**src/rtl/core/t6502_pkg.sv**
```systemverilog
// shared types, opcodes and constants for the tiny 6502 bus cycle core
package t6502_pkg;

  localparam logic [2:0] RESET_WAIT_TICKS = 3'd7;

  localparam logic [15:0] VEC_LO_ADDR = 16'hFFFC;
  localparam logic [15:0] VEC_HI_ADDR = 16'hFFFD;
  localparam logic [7:0]  STATUS_RESET = 8'h34;

  localparam logic [7:0] OP_NOP     = 8'hEA;
  localparam logic [7:0] OP_DEX     = 8'hCA;
  localparam logic [7:0] OP_LDA_IMM = 8'hA9;
  localparam logic [7:0] OP_LDX_IMM = 8'hA2;
  localparam logic [7:0] OP_BNE     = 8'hD0;
  localparam logic [7:0] OP_JMP_ABS = 8'h4C;
  localparam logic [7:0] OP_STA_ABS = 8'h8D;
  localparam logic [7:0] OP_LDA_ABS = 8'hAD;

  localparam int FLAG_Z_BIT = 1;
  localparam int FLAG_N_BIT = 7;

  typedef enum logic [8:0] {
    PH_RES_HOLD = 9'b000000001,
    PH_RES_WAIT = 9'b000000010,
    PH_VEC_LO   = 9'b000000100,
    PH_VEC_HI   = 9'b000001000,
    PH_FETCH    = 9'b000010000,
    PH_IMM      = 9'b000100000,
    PH_ADR_LO   = 9'b001000000,
    PH_ADR_HI   = 9'b010000000,
    PH_DATA     = 9'b100000000
  } phase_t;

  typedef struct packed {
    logic [7:0]  data_in;
    logic        reset_n;
    logic        ready_req;
    logic        bus_enable;
  } tick_t;

  typedef struct packed {
    logic        bus_released;
    logic        drive_data;
    logic [7:0]  data_out;
    logic        vector_pull_n;
    logic        sync;
    logic        read_not_write;
    logic [15:0] address;
  } pins_t;

  function automatic logic [7:0] set_zn(input logic [7:0] flags, input logic [7:0] val);
    logic [7:0] f;
    f = flags;
    f[FLAG_Z_BIT] = (val == 8'h00);
    f[FLAG_N_BIT] = val[7];
    return f;
  endfunction

endpackage

```
**src/rtl/core/tiny_6502_bus_cycle_core.sv**
```systemverilog
// tiny 6502 bus cycle core: one bus tick per item, one pin result per item
// each accepted tick's result is registered in the output register
// throughput: one tick per clock while m_tready keeps up; at most one state step per tick
// the next tick is taken while the result waits, as long as m_tready frees the register
// rst clears the cpu state to its power-up values (reset hold phase) and empties the output
module tiny_6502_bus_cycle_core (
  input  logic        clk,
  input  logic        rst,
  input  logic        s_tvalid,
  output logic        s_tready,
  input  logic [15:0] s_tdata,   // bus_enable, ready_req, reset_n, data_in[7:0], zero pad
  output logic        m_tvalid,
  input  logic        m_tready,
  output logic [31:0] m_tdata    // address[15:0], read_not_write, sync, vector_pull_n,
                                 // data_out[7:0], drive_data, bus_released, zero pad
);
  import t6502_pkg::*;

  logic [7:0]  accumulator, accumulator_next;
  logic [7:0]  index_x, index_x_next;
  logic [7:0]  status_flags, status_flags_next;
  logic [15:0] program_counter, program_counter_next;
  logic [15:0] address_latch, address_latch_next;
  logic [15:0] effective_address, effective_address_next;
  logic [7:0]  opcode_reg, opcode_reg_next;
  logic [2:0]  reset_wait_count, reset_wait_count_next;
  phase_t      cycle_phase, cycle_phase_next;
  logic        read_flag, read_flag_next;
  logic        sync_flag, sync_flag_next;

  tick_t       tick;
  pins_t       pins_next;
  pins_t       pins;
  logic        accept;
  logic [15:0] pc_inc;
  logic [15:0] branch_off;

  assign tick     = tick_t'(s_tdata[10:0]);
  assign s_tready = !m_tvalid || m_tready;
  assign accept   = s_tvalid && s_tready;
  assign pc_inc   = program_counter + 16'd1;
  assign branch_off = {{8{tick.data_in[7]}}, tick.data_in};

  always_comb begin
    accumulator_next       = accumulator;
    index_x_next           = index_x;
    status_flags_next      = status_flags;
    program_counter_next   = program_counter;
    address_latch_next     = address_latch;
    effective_address_next = effective_address;
    opcode_reg_next        = opcode_reg;
    reset_wait_count_next  = reset_wait_count;
    cycle_phase_next       = cycle_phase;
    read_flag_next         = read_flag;
    sync_flag_next         = sync_flag;

    if (!tick.reset_n) begin
      cycle_phase_next      = PH_RES_HOLD;
      reset_wait_count_next = RESET_WAIT_TICKS;
      sync_flag_next        = 1'b0;
      read_flag_next        = 1'b1;
      address_latch_next    = VEC_LO_ADDR;
    end else if (tick.bus_enable && tick.ready_req) begin
      case (cycle_phase)
        PH_RES_WAIT: begin
          if (reset_wait_count <= 3'd1) begin
            reset_wait_count_next = 3'd0;
            cycle_phase_next      = PH_VEC_LO;
            address_latch_next    = VEC_LO_ADDR;
            read_flag_next        = 1'b1;
            sync_flag_next        = 1'b0;
          end else begin
            reset_wait_count_next = reset_wait_count - 3'd1;
          end
        end
        PH_VEC_LO: begin
          program_counter_next = {8'h00, tick.data_in};
          cycle_phase_next     = PH_VEC_HI;
          address_latch_next   = VEC_HI_ADDR;
          read_flag_next       = 1'b1;
          sync_flag_next       = 1'b0;
        end
        PH_VEC_HI: begin
          program_counter_next = {tick.data_in, program_counter[7:0]};
          cycle_phase_next     = PH_FETCH;
          address_latch_next   = {tick.data_in, program_counter[7:0]};
          read_flag_next       = 1'b1;
          sync_flag_next       = 1'b1;
        end
        PH_FETCH: begin
          opcode_reg_next      = tick.data_in;
          program_counter_next = pc_inc;
          address_latch_next   = pc_inc;
          read_flag_next       = 1'b1;
          sync_flag_next       = 1'b0;
          case (tick.data_in)
            OP_DEX: begin
              index_x_next      = index_x - 8'd1;
              status_flags_next = set_zn(status_flags, index_x - 8'd1);
              cycle_phase_next  = PH_FETCH;
              sync_flag_next    = 1'b1;
            end
            OP_LDA_IMM, OP_LDX_IMM, OP_BNE: cycle_phase_next = PH_IMM;
            OP_JMP_ABS, OP_STA_ABS, OP_LDA_ABS: cycle_phase_next = PH_ADR_LO;
            default: begin
              // nop and unknown opcodes
              cycle_phase_next = PH_FETCH;
              sync_flag_next   = 1'b1;
            end
          endcase
        end
        PH_IMM: begin
          program_counter_next = pc_inc;
          if (opcode_reg == OP_LDX_IMM) begin
            index_x_next      = tick.data_in;
            status_flags_next = set_zn(status_flags, tick.data_in);
          end else if (opcode_reg == OP_BNE) begin
            if (!status_flags[FLAG_Z_BIT]) program_counter_next = pc_inc + branch_off;
          end else begin
            accumulator_next  = tick.data_in;
            status_flags_next = set_zn(status_flags, tick.data_in);
          end
          cycle_phase_next   = PH_FETCH;
          address_latch_next = program_counter_next;
          read_flag_next     = 1'b1;
          sync_flag_next     = 1'b1;
        end
        PH_ADR_LO: begin
          effective_address_next = {8'h00, tick.data_in};
          program_counter_next   = pc_inc;
          cycle_phase_next       = PH_ADR_HI;
          address_latch_next     = pc_inc;
          read_flag_next         = 1'b1;
        end
        PH_ADR_HI: begin
          effective_address_next = {tick.data_in, effective_address[7:0]};
          if (opcode_reg == OP_JMP_ABS) begin
            program_counter_next = {tick.data_in, effective_address[7:0]};
            cycle_phase_next     = PH_FETCH;
            address_latch_next   = {tick.data_in, effective_address[7:0]};
            read_flag_next       = 1'b1;
            sync_flag_next       = 1'b1;
          end else begin
            program_counter_next = pc_inc;
            cycle_phase_next     = PH_DATA;
            address_latch_next   = {tick.data_in, effective_address[7:0]};
            read_flag_next       = (opcode_reg != OP_STA_ABS);
            sync_flag_next       = 1'b0;
          end
        end
        PH_DATA: begin
          if (read_flag) begin
            accumulator_next  = tick.data_in;
            status_flags_next = set_zn(status_flags, tick.data_in);
          end
          cycle_phase_next   = PH_FETCH;
          address_latch_next = program_counter;
          read_flag_next     = 1'b1;
          sync_flag_next     = 1'b1;
        end
        default: begin
          // reset hold
          cycle_phase_next      = PH_RES_WAIT;
          reset_wait_count_next = RESET_WAIT_TICKS;
          address_latch_next    = VEC_LO_ADDR;
          read_flag_next        = 1'b1;
          sync_flag_next        = 1'b0;
        end
      endcase
    end

    if (!tick.bus_enable) begin
      pins_next              = '0;
      pins_next.bus_released = 1'b1;
    end else begin
      pins_next.address        = address_latch_next;
      pins_next.read_not_write = read_flag_next;
      pins_next.sync           = sync_flag_next;
      pins_next.vector_pull_n  = !(cycle_phase_next == PH_VEC_LO ||
                                   cycle_phase_next == PH_VEC_HI);
      pins_next.data_out       = read_flag_next ? 8'h00 : accumulator_next;
      pins_next.drive_data     = !read_flag_next;
      pins_next.bus_released   = 1'b0;
    end
  end

  always_ff @(posedge clk) begin
    if (rst) begin
      accumulator       <= 8'h00;
      index_x           <= 8'h00;
      status_flags      <= STATUS_RESET;
      program_counter   <= 16'h0000;
      address_latch     <= VEC_LO_ADDR;
      effective_address <= 16'h0000;
      opcode_reg        <= 8'h00;
      reset_wait_count  <= RESET_WAIT_TICKS;
      cycle_phase       <= PH_RES_HOLD;
      read_flag         <= 1'b1;
      sync_flag         <= 1'b0;
      m_tvalid          <= 1'b0;
    end else begin
      if (accept) begin
        accumulator       <= accumulator_next;
        index_x           <= index_x_next;
        status_flags      <= status_flags_next;
        program_counter   <= program_counter_next;
        address_latch     <= address_latch_next;
        effective_address <= effective_address_next;
        opcode_reg        <= opcode_reg_next;
        reset_wait_count  <= reset_wait_count_next;
        cycle_phase       <= cycle_phase_next;
        read_flag         <= read_flag_next;
        sync_flag         <= sync_flag_next;
        m_tvalid          <= 1'b1;
      end else if (m_tready) begin
        m_tvalid <= 1'b0;
      end
    end
  end

  always_ff @(posedge clk) begin
    if (accept) pins <= pins_next;
  end

  assign m_tdata = {3'b000, pins};

  // sync is only shown when the next cycle is an opcode fetch
  a_sync_fetch: assert property (@(posedge clk) disable iff (rst)
    sync_flag |-> cycle_phase == PH_FETCH)
    else $error("sync set outside fetch phase");

  // a write cycle only happens in the data phase of a store
  a_write_store: assert property (@(posedge clk) disable iff (rst)
    !read_flag |-> (cycle_phase == PH_DATA && opcode_reg == OP_STA_ABS))
    else $error("write cycle outside store data phase");

  // a driven tick with reset low shows the reset vector address next
  a_reset_pins: assert property (@(posedge clk) disable iff (rst)
    (accept && !tick.reset_n && tick.bus_enable) |=>
      (m_tvalid && pins.address == VEC_LO_ADDR && !pins.sync && pins.read_not_write))
    else $error("reset tick did not show the vector address");

  // a released bus result carries nothing else
  a_released_quiet: assert property (@(posedge clk) disable iff (rst)
    (m_tvalid && pins.bus_released) |-> (pins.address == 16'h0000 && !pins.drive_data))
    else $error("released bus result drives pins");

endmodule

```
**config.mk**
```make
export PLATFORM = sky130hd
export DESIGN_NAME = tiny_6502_bus_cycle_core
export DESIGN_NICKNAME = d
export VERILOG_FILES = /design/src/rtl/core/t6502_pkg.sv /design/src/rtl/core/tiny_6502_bus_cycle_core.sv
export SDC_FILE = /design/constraint.sdc
export NUM_CORES = 1
export LEC_CHECK = 0
export BUFFER_PORTS_ARGS = -buffer_cell sky130_fd_sc_hd__clkbuf_2
export CORE_ASPECT_RATIO = 0.7
export CORE_MARGIN = 3
export CORE_UTILIZATION = 60
export CTS_CLUSTER_SIZE = 25
export DETAILED_ROUTE_END_ITERATION = 8
export GPL_TIMING_DRIVEN = 0
export PLACE_DENSITY_LB_ADDON = 0.08
export SYNTH_ARGS = -nofsm -noshare
export SYNTH_HDL_FRONTEND = slang
export SYNTH_SLANG_ARGS = --single-unit
```
**constraint.sdc**
```tcl
create_clock -name clk -period 3.65 [get_ports clk]
set_input_delay 0.365 -clock clk [delete_from_list [all_inputs] [get_ports clk]]
set_output_delay 0.365 -clock clk [all_outputs]
set_load 0.01 [all_outputs]
```
==> Word level (Yosys, flattened, before mapping) <==
Index checks and enable logic that the tools add are counted.
{ "op_classes": {"n_addsub": 4, "n_lt_le_gt_ge": 1, "eq_ne": 27, "n_mux": 49, "bitwise": 3, "n_reduce_logical": 28} }
{ "ops": {"columns": ["op", "n"], "rows": [
  ["16-bit 2-to-1 mux", 7],
  ["16-bit one-hot mux with 7 select lines", 1],
  ["16-bit one-hot mux with 5 select lines", 1],
  ["8-bit equality test, second input constant", 8],
  ["8-bit 2-to-1 mux", 8],
  ["9-bit one-hot mux with 6 select lines", 1],
  ["8-bit one-hot mux with 2 select lines", 3],
  ["9-bit 2-to-1 mux", 4],
  ["29-bit 2-to-1 mux", 1],
  ["9-bit by 3-bit equality test with 1-bit output, second input constant", 2],
  ["9-bit by 4-bit equality test with 1-bit output, second input constant", 2],
  ["16-bit by 1-bit adder with 16-bit output, second input constant", 1],
  ["16-bit adder", 1],
  ["8-bit by 7-bit equality test with 1-bit output, second input constant", 2],
  ["8-bit zero test", 2],
  ["7-bit one-hot mux with 2 select lines", 1],
  ["1-bit 2-to-1 mux", 11],
  ["5-bit AND reduction", 2],
  ["9-bit by 2-bit equality test with 1-bit output, second input constant", 1],
  ["9-bit by 5-bit equality test with 1-bit output, second input constant", 1],
  ["9-bit by 6-bit equality test with 1-bit output, second input constant", 1],
  ["9-bit by 7-bit equality test with 1-bit output, second input constant", 1],
  ["9-bit by 8-bit equality test with 1-bit output, second input constant", 1],
  ["9-bit equality test, second input constant", 1],
  ["other kinds (29)", 48]
]} }
{ "totals": {"regBits": 109, "in_bits": 20} }

==> Depth between registers and ports, before layout <==
{ "logic_depth": {"ltp_word": 10, "mapped_depth": 14} }

==> Worst setup path after synthesis <==
No wires, ideal clock.
{ "synth_timing": {"path_kind": "reg-to-reg", "start": "register program_counter[0]", "end": "register pins, in the netlist m_tdata[15] (data pin)", "arrival_time_ns": 2.934, "required_ns": 3.368, "path_slack_ns": 0.434, "stages_incl_launch_ff": 15, "path_cell_list": "dfxtp_1 ha_1 and3_1 nand2_1 xor2_1 inv_1 ha_1 nand2_1 a21oi_1 a221o_1 o21ai_0 o21a_1 xnor2_1 mux2i_1 a41oi_1"} }
{ "synth_between": {"elab_chain_len": 8} }
{ "synth_rtl": {"columns": ["element", "line_no", "rtl"], "rows": [
  ["from (decl)", "tiny_6502_bus_cycle_core.sv:22", "logic [15:0] program_counter, program_counter_next;"],
  ["from (signal assigned)", "tiny_6502_bus_cycle_core.sv:206", "program_counter <= program_counter_next;"],
  ["16-bit by 1-bit adder with 16-bit output (*)", "tiny_6502_bus_cycle_core.sv:41", "assign pc_inc = program_counter + 16'd1;"],
  ["16-bit adder", "tiny_6502_bus_cycle_core.sv:118", "if (!status_flags[FLAG_Z_BIT]) program_counter_next = pc_inc + branch_off;"],
  ["16-bit 2-to-1 mux", "tiny_6502_bus_cycle_core.sv:118", null],
  ["16-bit 2-to-1 mux", "tiny_6502_bus_cycle_core.sv:117", "end else if (opcode_reg == OP_BNE) begin"],
  ["16-bit 2-to-1 mux", "tiny_6502_bus_cycle_core.sv:114", "if (opcode_reg == OP_LDX_IMM) begin"],
  ["16-bit one-hot mux with 7 select lines (*)", "tiny_6502_bus_cycle_core.sv:64", "case (cycle_phase)"],
  ["16-bit 2-to-1 mux (*)", "tiny_6502_bus_cycle_core.sv:63", "end else if (tick.bus_enable && tick.ready_req) begin"],
  ["16-bit 2-to-1 mux (*)", "tiny_6502_bus_cycle_core.sv:57", "if (!tick.reset_n) begin"],
  ["to (signal assigned)", "tiny_6502_bus_cycle_core.sv:222", "if (accept) pins <= pins_next;"],
  ["to (decl)", "tiny_6502_bus_cycle_core.sv:33", "pins_t pins;"]
]} }
Mark *: on every way between the ends. The rest lies on a longest branch, timed or not.
A chain may end at the register's enable or synchronous reset.

==> Final worst setup path <==
{ "layout_timing": {"start": "register program_counter[4]", "end": "register pins, in the netlist m_tdata[15] (data pin)"} }
The elaborated chain is that of the path after synthesis.

==> run summary <==
The maximum fanout count along the critical path came out at 5. In the final layout, the multi-input gates occupy about 4400 sq um. The worst hold path passes through 3 cells. The number of failing hold endpoints at the final stage is 0. The detailed-route vias per instance is 6.84. The power per standard cell area came out at 309 nW/um^2. The slack of the worst reg-to-reg path came out at -0.01 ns.

The number of buffers inserted by port buffering is 44. The kind of start point of the critical path is a register. The pin slew with the least headroom to its limit came out at about 1.4 ns. The flow ran to the end, but the final reports show violations. The number of synthesized flops with an enable pin came out at 29. From bottom edge to top edge, the die measures 97.5 um.

The post-detailed-placement half-perimeter wirelength is 17700 um. The average routed wire per standard cell came out at 22.0 um. TritonCTS built the clock tree. In this run the critical register-to-register path is launched from program_counter[4]. The number of max-cap violations is 0.

The data arrival time of the worst path came out at 3.73 ns. The via count of the first global-routing pass is 6782. The total of endpoints with negative setup slack in the final report came out at 1. The worst-case IR drop observed on VDD is between 0.2 and 0.3 mV. The timing-limited maximum frequency is 273 MHz. For this configuration, the core starts out at a cell density of 63.4%.

In this run the tightest slew margin relative to its limit is around a tenth. The overall via count from detail_route is 7514. The post-route fraction of the period consumed by the critical path is 100%. The number of warnings printed during yosys synthesis came out at 0. The worst endpoint required time came out at 3.72 ns.

Once routing completed, OpenROAD measured the worst setup slack at -0.0124 ns. The share of layout cells above drive strength 1 is between 10% and 20%. The total negative slack came out at -0.0124 ns. The leakage power figure came out at 0.00307 uW.

The distinct cell type count after synthesis is 76. From synthesis to final layout, the design area changed by 12.2%. Tracing the worst setup path back leads to its startpoint at program_counter[4]. The total of fill cells in the finished design is around 890.

The final clock skew came out at 0.00891 ns. The worst hold path belongs to the class input port to register. After technology mapping, the gate count stands at ~880.

The wire length of the first global-routing pass is 37300 um. Final hold analysis gives a worst-case slack of 0.246 ns. Across the whole layout, storage elements account for ~2500 sq um. Excluding fillers, the count of instances in the completed layout stands at 1098. The capturing point of the worst reg2reg path is m_tdata[15]. In this run the most critical hold path is launched from s_tvalid. The checks that failed: setup timing. The final routed DRC violation total is 0. The number of clock sinks is approximately 110. The number of placed instances, taps included, is 1078. The critical path is of the register to register type. The area of the mapped netlist is between 7000 and 8000 sq um. The worst setup path is captured at a register. The routability congestion estimate is ~1. The number of detailed-route iterations in the first pass came out at 6. The depth of the most critical reg-to-reg path is 14.

The die is ~140 um wide. In this run, the number of DRC markers left after iteration 0 of detailed routing was 1096. After floorplanning, the core was sized to cover between 10000 and 15000 sq um.

The maximum buffer depth of the clock tree is 2. The share of the Yosys chip area taken by registers is 34.4%. For this run, asynchronously set or reset flops after synthesis account for 0%. The number of antenna-violating nets in the routed design is 0. Timing analysis after detailed placement gives a worst setup slack of -0.348 ns. The fraction of the core area covered by cells at the end of the flow is 71.1%. The area of the die came out at 13300 sq um.

For the finished layout, the period the worst path requires is 3.66 ns. The H-tree depth came out at 3. The number of antenna violations at the first check in global routing is 0. In this run the count of I/O pins placed on the die edge is 54. The floorplan has 32 rows. At the end of the flow, the number of nets in the layout was 984. The count of antenna diodes in the layout came out at 0. For this run, the leading register cell type out of synthesis is sky130_fd_sc_hd__dfxtp_1. The register with the most flip-flops in the layout has 29 of them.

Wires add up to 24100 um. The largest net degree at the start of global routing is 37. For hold timing, the worst endpoint is m_tvalid. Setup repair after global routing could not meet its margin everywhere. The number of clock buffers inserted by TritonCTS came out at 9. The total routing usage reported by global routing came out at 35.5%. The max-slew violation total from the final report is 0.

The aggregate global routing overflow is 0. CTS placed an instance of sky130_fd_sc_hd__clkbuf_16 at the clock tree root. The number of flip-flops and latches in the synthesized netlist is 109.

The post-CTS clock slew at the launch and capture registers of the worst setup and hold paths came out at 0.08 ns. The clock latency at the later pin of the worst-skew pair is 0.36 ns. The mean instance size in the synthesized netlist is about 8.2 sq um.
cells in the final DEF (no fill, tap or decap), drive strengths merged, types with 8 or more instances in the layout:
cell type  count
a211oi        17
a21o           8
a21oi         70
a221oi        14
a22oi         18
buf           27
clkbuf        97
dfxtp         80
edfxtp        29
ha            23
inv           26
mux2i         31
nand2         83
nand2b        12
nand3         22
nand4          9
nor2         100
nor2b          9
nor3          24
nor4           8
o211ai         8
o21ai         63
o22ai         13
or3           12
xnor2         17
xor2          16
where the power goes:
group,switching [uW],internal (uW)
sequential,8.58,1260
clock,504,482
combinational,169,68.4
cell usage after synthesis (12+ instances only):
cell,instances,area (sq um)
sky130_fd_sc_hd__nor2_1,97,364
sky130_fd_sc_hd__nand2_1,83,312
sky130_fd_sc_hd__dfxtp_1,80,1600
sky130_fd_sc_hd__a21oi_1,70,350
sky130_fd_sc_hd__o21ai_0,59,295
sky130_fd_sc_hd__clkbuf_1,47,176
sky130_fd_sc_hd__mux2i_1,31,310
sky130_fd_sc_hd__edfxtp_1,29,871
sky130_fd_sc_hd__inv_1,24,90.1
sky130_fd_sc_hd__ha_1,23,288
sky130_fd_sc_hd__nand3_1,21,105
sky130_fd_sc_hd__nor3_1,20,100
sky130_fd_sc_hd__a22oi_1,18,135
sky130_fd_sc_hd__xnor2_1,17,149
sky130_fd_sc_hd__a211oi_1,16,120
sky130_fd_sc_hd__xor2_1,16,140
sky130_fd_sc_hd__a221oi_1,14,123
sky130_fd_sc_hd__o22ai_1,13,81.3
sky130_fd_sc_hd__buf_2,12,60.1
sky130_fd_sc_hd__nand2b_1,12,75.1
sky130_fd_sc_hd__or3_1,12,75.1
kinds of logic after synthesis:
logic type,count (synthesis),share of synthesized area [%]
other cells,1,0.0522
fa+ha+maj,24,4.29
flops,109,34.4
compound gates,267,24.3
simple gates,319,22.7
buf+inv,92,5.49
mux,34,4.79
xor+xnor,33,4.02
through the flow:
step                      cell area (sq um)  power (uW)
final                                  8060        2490
after global placement                 7600        1520
after CTS                              7960        2480
after detailed placement               7600        1530
after floorplan                        7190        1440
after global routing                   8060        2540
critical path: stages (launching register included):
cell                      delay (ns)
sky130_fd_sc_hd__dfxtp_4        0.41
sky130_fd_sc_hd__and4_1         0.25
sky130_fd_sc_hd__and3_2         0.26
sky130_fd_sc_hd__nand2_1        0.11
sky130_fd_sc_hd__xor2_2         0.23
sky130_fd_sc_hd__inv_1          0.11
sky130_fd_sc_hd__ha_1           0.34
sky130_fd_sc_hd__nand2_1        0.09
sky130_fd_sc_hd__a21oi_1        0.04
sky130_fd_sc_hd__a221o_1        0.37
sky130_fd_sc_hd__o21ai_4        0.20
sky130_fd_sc_hd__o21a_1         0.24
sky130_fd_sc_hd__xnor2_1        0.18
sky130_fd_sc_hd__mux2i_2        0.35
sky130_fd_sc_hd__a41oi_1        0.18
final cells by class:
class                           count  share of cell area [%]
Tap cell                          153                    2.38
Buffer                             64                    3.59
Inverter                           25                    1.16
Multi-Input combinational cell    680                    54.9
Clock inverter                      7                   0.901
Clock buffer                        9                    2.80
Sequential cell                   109                    30.9
Timing Repair Buffer               51                    3.39
what timing repair did:
action | in CTS | in global routing
setup endpoints to repair | 14 | 17
buffers inserted | 0 | 7
pin swaps | 1 | 5
hold buffers | 0 | 0
gates resized for setup | 14 | 16
worst max path at each step:
stage	slack, ns	endpoint
floorplan	0.43	m_tdata[15]
global placement	-0.30	address_latch[10]
detailed placement	-0.35	address_latch[10]
CTS	-0.007	m_tdata[9]
global route	-0.05	m_tdata[15]
finish	-0.01	m_tdata[15]
layer usage:
layer  track usage [%]  part of all wire [%]  vias up
li1                  -                     -     3343
met1              53.1                    42     3543
met2              49.2                    41      574
met3              11.3                    15       54
met4              8.97                   2.1        0
met5                 0                     0        -
No activity file was read; power rests on OpenSTA's default activity.
